### src/rtl/ffa_pkg.sv
// types, codes and helper functions of the first-fit allocator
// depends on nothing
`default_nettype none

package ffa_pkg;

    // internal arithmetic width: arena end plus the largest header size
    localparam int VW = 18;

    localparam logic [VW-1:0] HDR       = VW'(3);
    localparam logic [VW-1:0] MIN_SPLIT = VW'(4);

    // command codes
    localparam logic CMD_ALLOC = 1'b0;
    localparam logic CMD_FREE  = 1'b1;

    // status codes
    localparam logic [2:0] ST_OK        = 3'd0;
    localparam logic [2:0] ST_ZERO_SIZE = 3'd1;
    localparam logic [2:0] ST_TOO_LARGE = 3'd2;
    localparam logic [2:0] ST_NO_SPACE  = 3'd3;
    localparam logic [2:0] ST_BAD_PTR   = 3'd4;

    typedef enum logic [4:0] {
        S_IDLE,
        S_H0,
        S_H1,
        S_H2,
        S_H3,
        S_W0,
        S_W1,
        S_W2,
        S_WF,
        S_A_EVAL,
        S_A_SPLIT,
        S_F_EVAL,
        S_F_CHK,
        S_F_ZERO,
        S_M_START,
        S_M1,
        S_M2,
        S_M_END,
        S_FIN
    } t_state;

    // one result transaction
    typedef struct packed {
        logic [2:0]  status;
        logic [11:0] data_offset;
        logic [11:0] granted_size;
    } t_res;

    // arena memory access from the sequencer
    typedef struct packed {
        logic [VW-1:0] raddr;
        logic          we;
        logic [VW-1:0] waddr;
        logic [7:0]    wdata;
    } t_mem_req;

    // size split into quotient and remainder of 255
    typedef struct packed {
        logic [7:0] q;
        logic [7:0] r;
    } t_qr;

    // size = q * 255 + r
    function automatic logic [VW-1:0] hsize(input logic [7:0] q, input logic [7:0] r);
        logic [VW-1:0] qq;
        qq = VW'(q);
        return (qq << 8) - qq + VW'(r);
    endfunction

    // divide by 255 through two folds of 256 = 255 + 1
    function automatic t_qr div255(input logic [VW-1:0] s);
        logic [VW-9:0] a;
        logic [VW-7:0] t1;
        logic [VW-9:0] c;
        logic [8:0]    t2;
        logic [VW-8:0] q;
        t_qr           res;
        a  = s[VW-1:8];
        t1 = (VW-6)'(a) + (VW-6)'(s[7:0]);
        c  = (VW-8)'(t1[VW-7:8]);
        t2 = 9'(c) + 9'(t1[7:0]);
        q  = (VW-7)'(a) + (VW-7)'(c);
        if (t2 >= 9'd255) begin
            q     = q + (VW-7)'(1);
            res.r = 8'(t2 - 9'd255);
        end else begin
            res.r = t2[7:0];
        end
        res.q = q[7:0];
        return res;
    endfunction

endpackage

`default_nettype wire

### src/rtl/ffa_ctrl.sv
// sequencer that walks the header chain and rewrites headers in the arena
// depends on ffa_pkg
`default_nettype none

module ffa_ctrl
    import ffa_pkg::*;
#(
    parameter int ARENA_SIZE = 4096
) (
    input  wire logic        i_clk,
    input  wire logic        i_rst_n,
    input  wire logic        i_valid,
    output logic             o_ready,
    input  wire logic        i_cmd,
    input  wire logic [11:0] i_request_size,
    input  wire logic [11:0] i_block_offset,
    input  wire logic        i_mem_busy,
    input  wire logic [7:0]  i_rdata,
    output t_mem_req         o_mem,
    output logic             o_res_valid,
    input  wire logic        i_res_take,
    output t_res             o_res
);

    localparam logic [VW-1:0] L_ARENA = VW'(ARENA_SIZE);
    localparam logic [VW-1:0] L_WALK  = VW'(ARENA_SIZE - 5);
    localparam logic [VW-1:0] L_LIMIT = VW'(ARENA_SIZE - 3);

    t_state        r_state, n_state;
    t_state        r_fret, n_fret;
    t_state        r_wret, n_wret;
    logic [VW-1:0] r_faddr, n_faddr;
    logic [VW-1:0] r_wbase, n_wbase;
    logic [VW-1:0] r_wsize, n_wsize;
    logic          r_wflag, n_wflag;
    logic [VW-1:0] r_i, n_i;
    logic [VW-1:0] r_h, n_h;
    logic [VW-1:0] r_bs, n_bs;
    logic [VW-1:0] r_size, n_size;
    logic [11:0]   r_ptr, n_ptr;
    logic [7:0]    r_flag, n_flag;
    logic [7:0]    r_q, n_q;
    logic [7:0]    r_r, n_r;
    logic          r_flag_i0, n_flag_i0;
    logic          r_merge_i, n_merge_i;
    t_res          r_res, n_res;

    logic [VW-1:0] hs;
    logic          a_free;
    logic [VW-1:0] a_bs;
    logic [VW-1:0] a_end;
    logic [VW-1:0] f_nb;
    logic [VW-1:0] m_nb;
    t_qr           qr;

    // header arithmetic on the fetched header
    assign hs     = hsize(r_q, r_r);
    assign a_free = (hs == '0) || (r_flag == 8'd0);
    assign a_bs   = (hs == '0) ? (L_ARENA - r_i - HDR) : hs;
    assign a_end  = r_i + HDR + a_bs;
    assign f_nb   = r_i + hs + HDR;
    assign m_nb   = r_h + hs + HDR;
    assign qr     = div255(r_wsize);

    // state register
    always_ff @(posedge i_clk) begin
        if (!i_rst_n) begin
            r_state   <= S_IDLE;
            r_merge_i <= 1'b0;
        end else begin
            r_state   <= n_state;
            r_merge_i <= n_merge_i;
        end
    end

    // working registers
    always_ff @(posedge i_clk) begin
        r_fret    <= n_fret;
        r_wret    <= n_wret;
        r_faddr   <= n_faddr;
        r_wbase   <= n_wbase;
        r_wsize   <= n_wsize;
        r_wflag   <= n_wflag;
        r_i       <= n_i;
        r_h       <= n_h;
        r_bs      <= n_bs;
        r_size    <= n_size;
        r_ptr     <= n_ptr;
        r_flag    <= n_flag;
        r_q       <= n_q;
        r_r       <= n_r;
        r_flag_i0 <= n_flag_i0;
        r_res     <= n_res;
    end

    // next state and memory accesses
    always_comb begin
        n_state   = r_state;
        n_fret    = r_fret;
        n_wret    = r_wret;
        n_faddr   = r_faddr;
        n_wbase   = r_wbase;
        n_wsize   = r_wsize;
        n_wflag   = r_wflag;
        n_i       = r_i;
        n_h       = r_h;
        n_bs      = r_bs;
        n_size    = r_size;
        n_ptr     = r_ptr;
        n_flag    = r_flag;
        n_q       = r_q;
        n_r       = r_r;
        n_flag_i0 = r_flag_i0;
        n_merge_i = r_merge_i;
        n_res     = r_res;
        o_mem       = '0;
        o_ready     = 1'b0;
        o_res_valid = 1'b0;

        case (r_state)
            S_IDLE: begin
                o_ready = !i_mem_busy;
                if (i_valid && !i_mem_busy) begin
                    n_size = VW'(i_request_size);
                    n_ptr  = i_block_offset;
                    n_i    = '0;
                    n_res  = '{status: ST_OK, data_offset: 12'd0, granted_size: 12'd0};
                    n_faddr = '0;
                    if (i_cmd == CMD_ALLOC) begin
                        if (i_request_size == 12'd0) begin
                            n_res.status = ST_ZERO_SIZE;
                            n_state      = S_FIN;
                        end else if (VW'(i_request_size) > L_LIMIT) begin
                            n_res.status = ST_TOO_LARGE;
                            n_state      = S_FIN;
                        end else begin
                            n_fret  = S_A_EVAL;
                            n_state = S_H0;
                        end
                    end else begin
                        if (i_block_offset == 12'd0) begin
                            n_state = S_FIN;
                        end else if (VW'(i_block_offset) == HDR) begin
                            n_fret  = S_F_ZERO;
                            n_state = S_H0;
                        end else begin
                            n_fret  = S_F_EVAL;
                            n_state = S_H0;
                        end
                    end
                end
            end

            // header fetch: flag, quotient, remainder
            S_H0: begin
                o_mem.raddr = r_faddr;
                n_state     = S_H1;
            end
            S_H1: begin
                o_mem.raddr = r_faddr + VW'(1);
                n_flag      = i_rdata;
                n_state     = S_H2;
            end
            S_H2: begin
                o_mem.raddr = r_faddr + VW'(2);
                n_q         = i_rdata;
                n_state     = S_H3;
            end
            S_H3: begin
                n_r     = i_rdata;
                n_state = r_fret;
            end

            // header write: flag, quotient, remainder
            S_W0: begin
                o_mem.we    = 1'b1;
                o_mem.waddr = r_wbase;
                o_mem.wdata = {7'd0, r_wflag};
                n_state     = S_W1;
            end
            S_W1: begin
                o_mem.we    = 1'b1;
                o_mem.waddr = r_wbase + VW'(1);
                o_mem.wdata = qr.q;
                n_state     = S_W2;
            end
            S_W2: begin
                o_mem.we    = 1'b1;
                o_mem.waddr = r_wbase + VW'(2);
                o_mem.wdata = qr.r;
                n_state     = r_wret;
            end
            // flag byte only, cleared
            S_WF: begin
                o_mem.we    = 1'b1;
                o_mem.waddr = r_wbase;
                o_mem.wdata = 8'd0;
                n_state     = r_wret;
            end

            // allocate walk step
            S_A_EVAL: begin
                if (a_end > L_ARENA) begin
                    n_res.status = ST_NO_SPACE;
                    n_state      = S_FIN;
                end else if (a_free && (a_bs >= r_size)) begin
                    n_res.data_offset = 12'(r_i + HDR);
                    n_wbase = r_i;
                    n_wflag = 1'b1;
                    n_bs    = a_bs;
                    n_state = S_W0;
                    if ((a_bs - r_size) >= MIN_SPLIT) begin
                        n_wsize            = r_size;
                        n_res.granted_size = 12'(r_size);
                        n_wret             = S_A_SPLIT;
                    end else begin
                        n_wsize            = a_bs;
                        n_res.granted_size = 12'(a_bs);
                        n_wret             = S_FIN;
                    end
                end else begin
                    n_i = a_end;
                    if (a_end < L_WALK) begin
                        n_faddr = a_end;
                        n_state = S_H0;
                    end else begin
                        n_res.status = ST_NO_SPACE;
                        n_state      = S_FIN;
                    end
                end
            end
            // header of the free remainder
            S_A_SPLIT: begin
                n_wbase = r_i + HDR + r_size;
                n_wflag = 1'b0;
                n_wsize = r_bs - r_size - HDR;
                n_wret  = S_FIN;
                n_state = S_W0;
            end

            // free walk step
            S_F_EVAL: begin
                if (f_nb >= L_ARENA) begin
                    n_res.status = ST_BAD_PTR;
                    n_state      = S_FIN;
                end else if ((f_nb + HDR) == VW'(r_ptr)) begin
                    n_flag_i0 = (r_flag == 8'd0);
                    n_h       = f_nb;
                    n_faddr   = f_nb;
                    n_fret    = S_F_CHK;
                    n_state   = S_H0;
                end else begin
                    n_i = f_nb;
                    if (f_nb < L_WALK) begin
                        n_faddr = f_nb;
                        n_state = S_H0;
                    end else begin
                        n_res.status = ST_BAD_PTR;
                        n_state      = S_FIN;
                    end
                end
            end
            S_F_CHK: begin
                if (r_flag != 8'd1) begin
                    n_res.status = ST_BAD_PTR;
                    n_state      = S_FIN;
                end else begin
                    n_merge_i = r_flag_i0;
                    n_wbase   = r_h;
                    n_wret    = S_M_START;
                    n_state   = S_WF;
                end
            end
            // free of the first block
            S_F_ZERO: begin
                if (r_flag == 8'd0) begin
                    n_res.status = ST_BAD_PTR;
                    n_state      = S_FIN;
                end else begin
                    n_h       = '0;
                    n_merge_i = 1'b0;
                    n_wbase   = '0;
                    n_wret    = S_M_START;
                    n_state   = S_WF;
                end
            end

            // merge a free right neighbour into block r_h
            S_M_START: begin
                n_faddr = r_h;
                n_fret  = S_M1;
                n_state = S_H0;
            end
            S_M1: begin
                n_bs = hs;
                if (m_nb < L_WALK) begin
                    n_faddr = m_nb;
                    n_fret  = S_M2;
                    n_state = S_H0;
                end else begin
                    n_state = S_M_END;
                end
            end
            S_M2: begin
                if (r_flag == 8'd0) begin
                    n_wbase = r_h;
                    n_wflag = 1'b0;
                    n_wsize = r_bs + HDR + hs;
                    n_wret  = S_M_END;
                    n_state = S_W0;
                end else begin
                    n_state = S_M_END;
                end
            end
            // left neighbour next when it is free
            S_M_END: begin
                if (r_merge_i) begin
                    n_merge_i = 1'b0;
                    n_h       = r_i;
                    n_state   = S_M_START;
                end else begin
                    n_state = S_FIN;
                end
            end

            // hand the result to the output register
            S_FIN: begin
                o_res_valid = 1'b1;
                if (i_res_take) begin
                    n_state = S_IDLE;
                end
            end

            default: begin
                n_state = S_IDLE;
            end
        endcase
    end

    assign o_res = r_res;

endmodule

`default_nettype wire

### config.mk
export PLATFORM = sky130hd
export DESIGN_NAME = ffa_ctrl
export DESIGN_NICKNAME = d
export VERILOG_FILES = /design/src/rtl/ffa_pkg.sv /design/src/rtl/ffa_ctrl.sv
export SDC_FILE = /design/constraint.sdc
export NUM_CORES = 1
export LEC_CHECK = 0
export BUFFER_PORTS_ARGS = -buffer_cell sky130_fd_sc_hd__buf_2
export CELL_PAD_IN_SITES_DETAIL_PLACEMENT = 1
export CELL_PAD_IN_SITES_GLOBAL_PLACEMENT = 1
export CORE_UTILIZATION = 53
export CTS_BUF_LIST = sky130_fd_sc_hd__clkbuf_8
export DETAILED_ROUTE_END_ITERATION = 7
export PLACE_DENSITY = 0.95
export SETUP_SLACK_MARGIN = 0.1
export SYNTH_ARGS = -nofsm -noshare
export SYNTH_HDL_FRONTEND = slang
export SYNTH_SLANG_ARGS = --single-unit
### constraint.sdc
create_clock -name i_clk -period 24.6 [get_ports i_clk]
set_input_delay 4.92 -clock i_clk [delete_from_list [all_inputs] [get_ports i_clk]]
set_output_delay 4.92 -clock i_clk [all_outputs]
set_load 0.01 [all_outputs]
==> metrics, run 1 <==
worst hold endpoint r_merge_i; crit path kind reg2out; FF+latch count, synth 201; Syn Inst Count 2090; r2r setup slk approximately 14 ns; top_reg_cell synth edfxtp_1; area delta synth->final 9.383%; Reg2Reg Depth 26; Int Pwr 0.7187 mW; Final Critical Period approximately 11 ns; cts bufs inserted 39; switching pwr 0.4537 mW; Max Cap Violations 0; synthesized area per cell between 8 and 9 um^2; Reg2Reg Launch Point r_q[0]; Skew-Pair Late Insertion Delay around 0.59 ns; final setup TNS 0 ns; Hold Startpoint r_flag_i0; asr flop ratio synth 0; Slew Viols, Final 0; Setup Buffers After CTS 0; Fill cells 4086; Worst Skew 0.03191 ns; Reg power frac 0.369; final cycle utilization of the critical path 0.4359; CTS sink count around 200; htree depth 2; final net count approximately 2.4k; hold-critical path depth 2; Pre-antenna DRT Iters 6; number of DRC markers in iteration 0 between 1.5k and 2k; drt total wl 72.64 mm; post-DP HPWL roughly 57 mm; die area about 0.036 mm^2; top post-synthesis cells by area edfxtp_1 31%, ha_1 13%, xnor2_1 5.1%; Post-CTS Hold Buffers 0; global-route wire length before repair 110.5 mm; die width 189.8 um; worst-margin pin slew between 1 and 1.5 ns; met3 Use GR 0.08024; Clk pwr share 0.287; total number of vias about 18k; commonest non-fill, non-tap cell in the layout ha_1; Hold Fails Final Rpt 0; LEAKAGE 8.397 nW; CTS resizes 0; wire length per cell 27.18 um; port bufs between 100 and 150; die height roughly 190 um; met1 usage in global routing 0.4910; DRC Markers 0; RSZ-0062 raised after global routing false; Yosys top cell area share 0.3132; Pwr per Cell Area about 57 mW/mm^2; Register Area 0.005976 mm^2; Hold Path Class reg2reg; vias per cell 6.883; Worst setup EP type output port; GRT met2 Usage 0.6545; status complete, no violations; layout cell share with drive strength beyond 1 0.1051; GRT overflow 0; Longest Clk Path Bufs 3; core area 0.03463 mm^2; Comb power frac 0.344; root buffer cell clkbuf_8; required time of the critical path 19.68 ns; Yosys cell types 97; nature of the critical path startpoint flop; number of global-route vias before repair 18.87k; commonest non-fill, non-tap cells in the layout 201 x ha_1, 195 x edfxtp_1, 188 x nor2_1; Sw Ratio 0.3870; multi-input logic area between 0.01 and 0.015 mm^2; Detail Route Antenna Nets 0; global routing's busiest layer met2; Post-synth EDFFs just under 200; highest clock rate roughly 93 MHz; largest net degree at the start of global routing 32; initial antenna violation count 5; VDD IR max 0.00005437 V; Ys Warns 0; sequential element share of the synthesized area 0.3196; Syn Std Cell Area 0.01870 mm^2; CP Max Fanout 13; Initial Util 0.5399; Global Route Usage Sum 0.3996; worst r2r dst r_wbase[12]; RD Place Congestion between 1 and 1.5; Cell Rows 68; Synthesized Nets between 2k and 2.5k; WHS 0.6018 ns; final setup fails 0; num ports 112; area leader, netlist edfxtp_1; TritonCTS clock tree built; Worst-path clk slew around 0.070 ns; slew margin rel. 0.1003; Arrival @ worst endpoint about 5.8 ns
power by group through the flow:
stage / clock network (mW) / logic [mW] / registers, mW
3_3_place_gp: 0 / 0.360 / 0.435
2_1_floorplan: 0 / 0.277 / 0.419
6_report: 0.337 / 0.403 / 0.432
4_1_cts: 0.338 / 0.392 / 0.430
3_5_place_dp: 0 / 0.387 / 0.437
5_1_grt: 0.349 / 0.430 / 0.433
flip-flops by register name, summed over array words and instances (netlist names):
name       count
r_state        5
r_merge_i      1
r_flag_i0      1
r_size        12
r_r            8
r_q            8
r_flag         8
r_wsize       18
r_fret         5
r_wbase       18
o_res         27
r_wret         5
r_wflag        1
r_bs          18
r_faddr       18
r_ptr         12
r_i           18
r_h           18
stage by stage:
stage,instance area [um^2],instances,utilization,setup slack (ns),total power [mW]
after floorplan,18700,2090,-,14.59,0.6961
final,20450,2673,0.5906,13.88,1.172
after global placement,19710,2603,0.5692,14.42,0.7951
after global routing,20450,2671,0.5904,13.50,1.211
after detailed placement,19710,2603,0.5692,14.42,0.8236
after CTS,20450,2671,0.5904,13.87,1.160
layout make-up:
type | instances | share of cell area
multi-input combinational | 1672 | 0.5829
sequential | 201 | 0.2922
timing repair buffer | 131 | 0.03451
tap | 455 | 0.02784
clock buffer | 41 | 0.02759
inverter | 144 | 0.02643
clock inverter | 27 | 0.008321
antenna | 2 | 0.0002447
worst max-delay path, cell delays in order (launching register included):
cell      delay (ns)
edfxtp_1        0.48
ha_1            0.33
a21o_1          0.19
a21oi_1         0.27
o21bai_1        0.13
a21oi_1         0.27
o21bai_1        0.12
a21oi_1         0.27
nor2b_1         0.10
o21ai_0         0.22
xnor2_1         0.20
fa_1            0.50
a21oi_1         0.20
nor2b_1         0.08
xnor2_1         0.14
or4_1           0.55
nor2_1          0.13
o211a_1         0.41
nand4_1         0.18
xnor2_1         0.16
o21ai_0         0.15
buf_2           0.16
worst max path at each step:
stage	startpoint	endpoint	slack (ns)	cells past startpoint
3_5_place_dp	i_mem_busy	o_ready	14.42	3
5_1_grt	r_wsize[9]	o_mem[4]	13.50	21
6_report	r_wsize[9]	o_mem[4]	13.88	21
2_1_floorplan	i_mem_busy	o_ready	14.59	1
3_3_place_gp	i_mem_busy	o_ready	14.42	3
4_1_cts	r_wsize[9]	o_mem[5]	13.87	21
synth_stat cells (7+ instances only):
cell type,count
a31oi_1,17
a221oi_1,9
edfxtp_1,195
inv_1,142
and3_1,24
a21boi_0,9
o31ai_1,22
nor4_1,28
mux2i_1,19
or2_2,9
o21ai_1,15
a21oi_1,137
and2_1,24
a22oi_1,26
xnor2_1,109
nand3_1,50
a221o_1,20
o22ai_1,20
nor3b_1,7
clkbuf_1,56
o21bai_1,25
nand2b_1,14
xor2_1,73
fa_1,10
nor3_1,57
a22o_1,12
nor2b_1,22
nand4_1,28
o21ai_0,126
a21o_1,34
nand2_1,150
or4_1,10
o211ai_1,9
a211oi_1,14
ha_1,201
o21a_1,19
or3_1,14
buf_2,7
nor2_1,189
logic make-up after synthesis:
| kind of cell | synth area share |
|---|---|
| adders and majority gates | 0.1452 |
| and+or+nand+nor | 0.1764 |
| buffers and inverters | 0.04524 |
| DFF | 0.3196 |
| xor gates and xnor gates | 0.08914 |
| AOI/OAI and AO/OA | 0.2124 |
| muxes | 0.01198 |
metal layers:
metal	vias to the layer above	wire length (um)
li1	7988	-
met1	8966	27540
met2	1124	33590
met3	316	7130
met4	4	4350
met5	-	27
(Power assumes the default switching activity.)
==> run 2, diff against run 1 <==
CORE_UTILIZATION = 45   (was 53)
PLACE_DENSITY = 0.87   (was 0.95)
clock period = 9 ns   (was 24.6 ns; I/O delays follow)
==> run 2 against run 1 <==
Hold slack worse by 0.018 ns. Cell area is 1.4% higher. Highest routed layer unchanged. Non-clock buffer count is 20 higher. Wire length is 1.1% higher. Largest power group unchanged. Sequential power grew to 2.7 times the previous value. Register-to-register slack worse by 14 ns. Flip-flop and latch count stayed put. Final cell count is 3.6% higher. Die area is 18% higher. Sequential share of layout area is 0.42 points lower.
==> metrics, run 2 (synthesized netlist as in run 1, its figures left out) <==
Pwr per Cell Area 156.6 mW/mm^2; number of global-route vias before repair 18.21k; cts bufs inserted 38; vias per cell around 6.5; Post-CTS Hold Buffers 0; Global Route Usage Sum 0.3470; DRC Markers 0; slew margin rel. 0.08602; final cycle utilization of the critical path 0.9578; commonest non-fill, non-tap cell in the layout ha_1; Layout Utilization 0.5070; Slew Viols, Final 0; CTS sink count 201; core area approximately 0.04 mm^2; wire length per cell roughly 27 um; total number of vias about 18k; Largest register FFs 27; total power ~3.2 mW; GRT overflow 0; Longest Clk Path Bufs 3; die width 205.8 um; num ports approximately 110; Detail Route Antenna Nets 0; root buffer cell clkbuf_8; pre-CTS setup slack ~0.52 ns; RSZ-0062 raised after global routing false; required time of the critical path 9.29 ns; Worst-path clk slew about 0.06 ns; TritonCTS clock tree built; port bufs ~110; largest net degree at the start of global routing 41; Worst setup EP type flop; post-DP HPWL between 50 and 60 mm; Design Area, Final between 0.02 and 0.025 mm^2; placed instance count ~2.7k; final worst slack roughly 0.38 ns; Post-Layout Cell Count 2770; Worst Skew ~0.038 ns; crit path kind reg2reg; final setup TNS 0 ns; Cell Rows 74; final setup fails 0; DP Area 0.01995 mm^2; WHS a little under 0.6 ns; worst-margin pin slew ~1.4 ns; drt total wl roughly 73 mm; Max Cap Violations 0; highest clock rate roughly 120 MHz; final net count approximately 2.5k; Skew-Pair Late Insertion Delay 0.63 ns; RD Place Congestion approximately 1.0; commonest non-fill, non-tap cells in the layout 201 x ha_1, 195 x edfxtp_1, 188 x nor2_1; VDD IR max around 0.00018 V; Pre-antenna DRT Iters 7; die height roughly 210 um; Hold Path Class reg2reg; CP Max Fanout 20; layout cell share with drive strength beyond 1 0.1153; initial antenna violation count 7; nature of the critical path startpoint flop; Final Critical Period 8.620 ns; die area around 0.042 mm^2; Fill cells 4847; Hold Fails Final Rpt 0; Arrival @ worst endpoint ~9 ns; global-route wire length before repair between 100 and 150 mm; status complete, no violations; number of DRC markers in iteration 0 roughly 1.8k; area delta synth->final 10.97%; LEAKAGE around 8.5 nW; htree depth 2; Initial Util 0.4569
==> run 2: cell count changes in the layout (fill, tap and decap cells not counted), moves of 2 or more <==
cell       before  now
buf_4          20   40
inv_1         154  146
clkinv_1        7   12
clkinv_2        4    7
bufinv_16       2    4
clkbuf_8       41   39
inv_6           0    2
o21ai_0       126  124
o21ai_1        15   17
==> run 2: layout make-up <==
cell class	count	area (um^2)	share of cell area
timing repair buffer	151	855.8	0.04125
multi-input combinational	1672	11930	0.5748
clock buffer	39	536.8	0.02587
clock inverter	30	244.0	0.01176
tap	532	665.6	0.03208
antenna	1	2.502	0.0001206
sequential	201	5976	0.2880
inverter	144	540.5	0.02605
==> run 2: power by group <==
part,total [mW],internal [mW],switching (mW)
logic,1.10,0.396,0.699
registers,1.18,1.10,0.0824
clock network,0.976,0.524,0.452
==> run 2: what timing repair did <==
action | 4_1_cts | 5_1_grt
endpoints found under the setup margin | 0 | 82
buffers inserted | 0 | 1
resized for setup | 0 | 3
hold endpoints to repair | 0 | 0
==> run 2: per-layer routing <==
metal / GRT usage / share of wire / vias to the layer above
met3: 0.05923 / 0.076 / 225
met5: 0 / 0.00019 / -
li1: - / - / 8031
met4: 0.1946 / 0.058 / 2
met2: 0.5652 / 0.46 / 876
met1: 0.4345 / 0.41 / 8865
==> run 2: critical path: stages (launching register included) <==
cell       delay [ns]
edfxtp_1         0.61
or2_2            0.26
nor2_1           0.05
a21oi_1          0.49
nor2_1           0.11
ha_1             0.39
o21ai_0          0.11
a21oi_1          0.19
nand2_1          0.17
or4_4            0.54
nand2_2          0.10
inv_2            0.09
a211oi_4         0.38
nand2_1          0.36
o21ai_0          0.57
ha_1             0.37
nor4_1           0.27
a21oi_1          0.09
a31oi_1          0.43
o21bai_1         0.17
a21o_1           0.20
a21o_1           0.18
xnor2_1          0.27
nand4_1          0.29
a2111oi_2        0.50
nand2_1          0.23
a221oi_2         0.49
buf_4            0.36
==> run 2: path summary, 6_finish.rpt <==
path                  start          to  slack, ns  cells after the start
setup / recovery     r_q[4]  r_wbase[3]       0.38                     27
hold / removal    r_flag_i0   r_merge_i       0.58                      2
setup reg to reg     r_q[4]  r_wbase[3]       0.38                     27
hold reg to reg   r_flag_i0   r_merge_i       0.58                      2
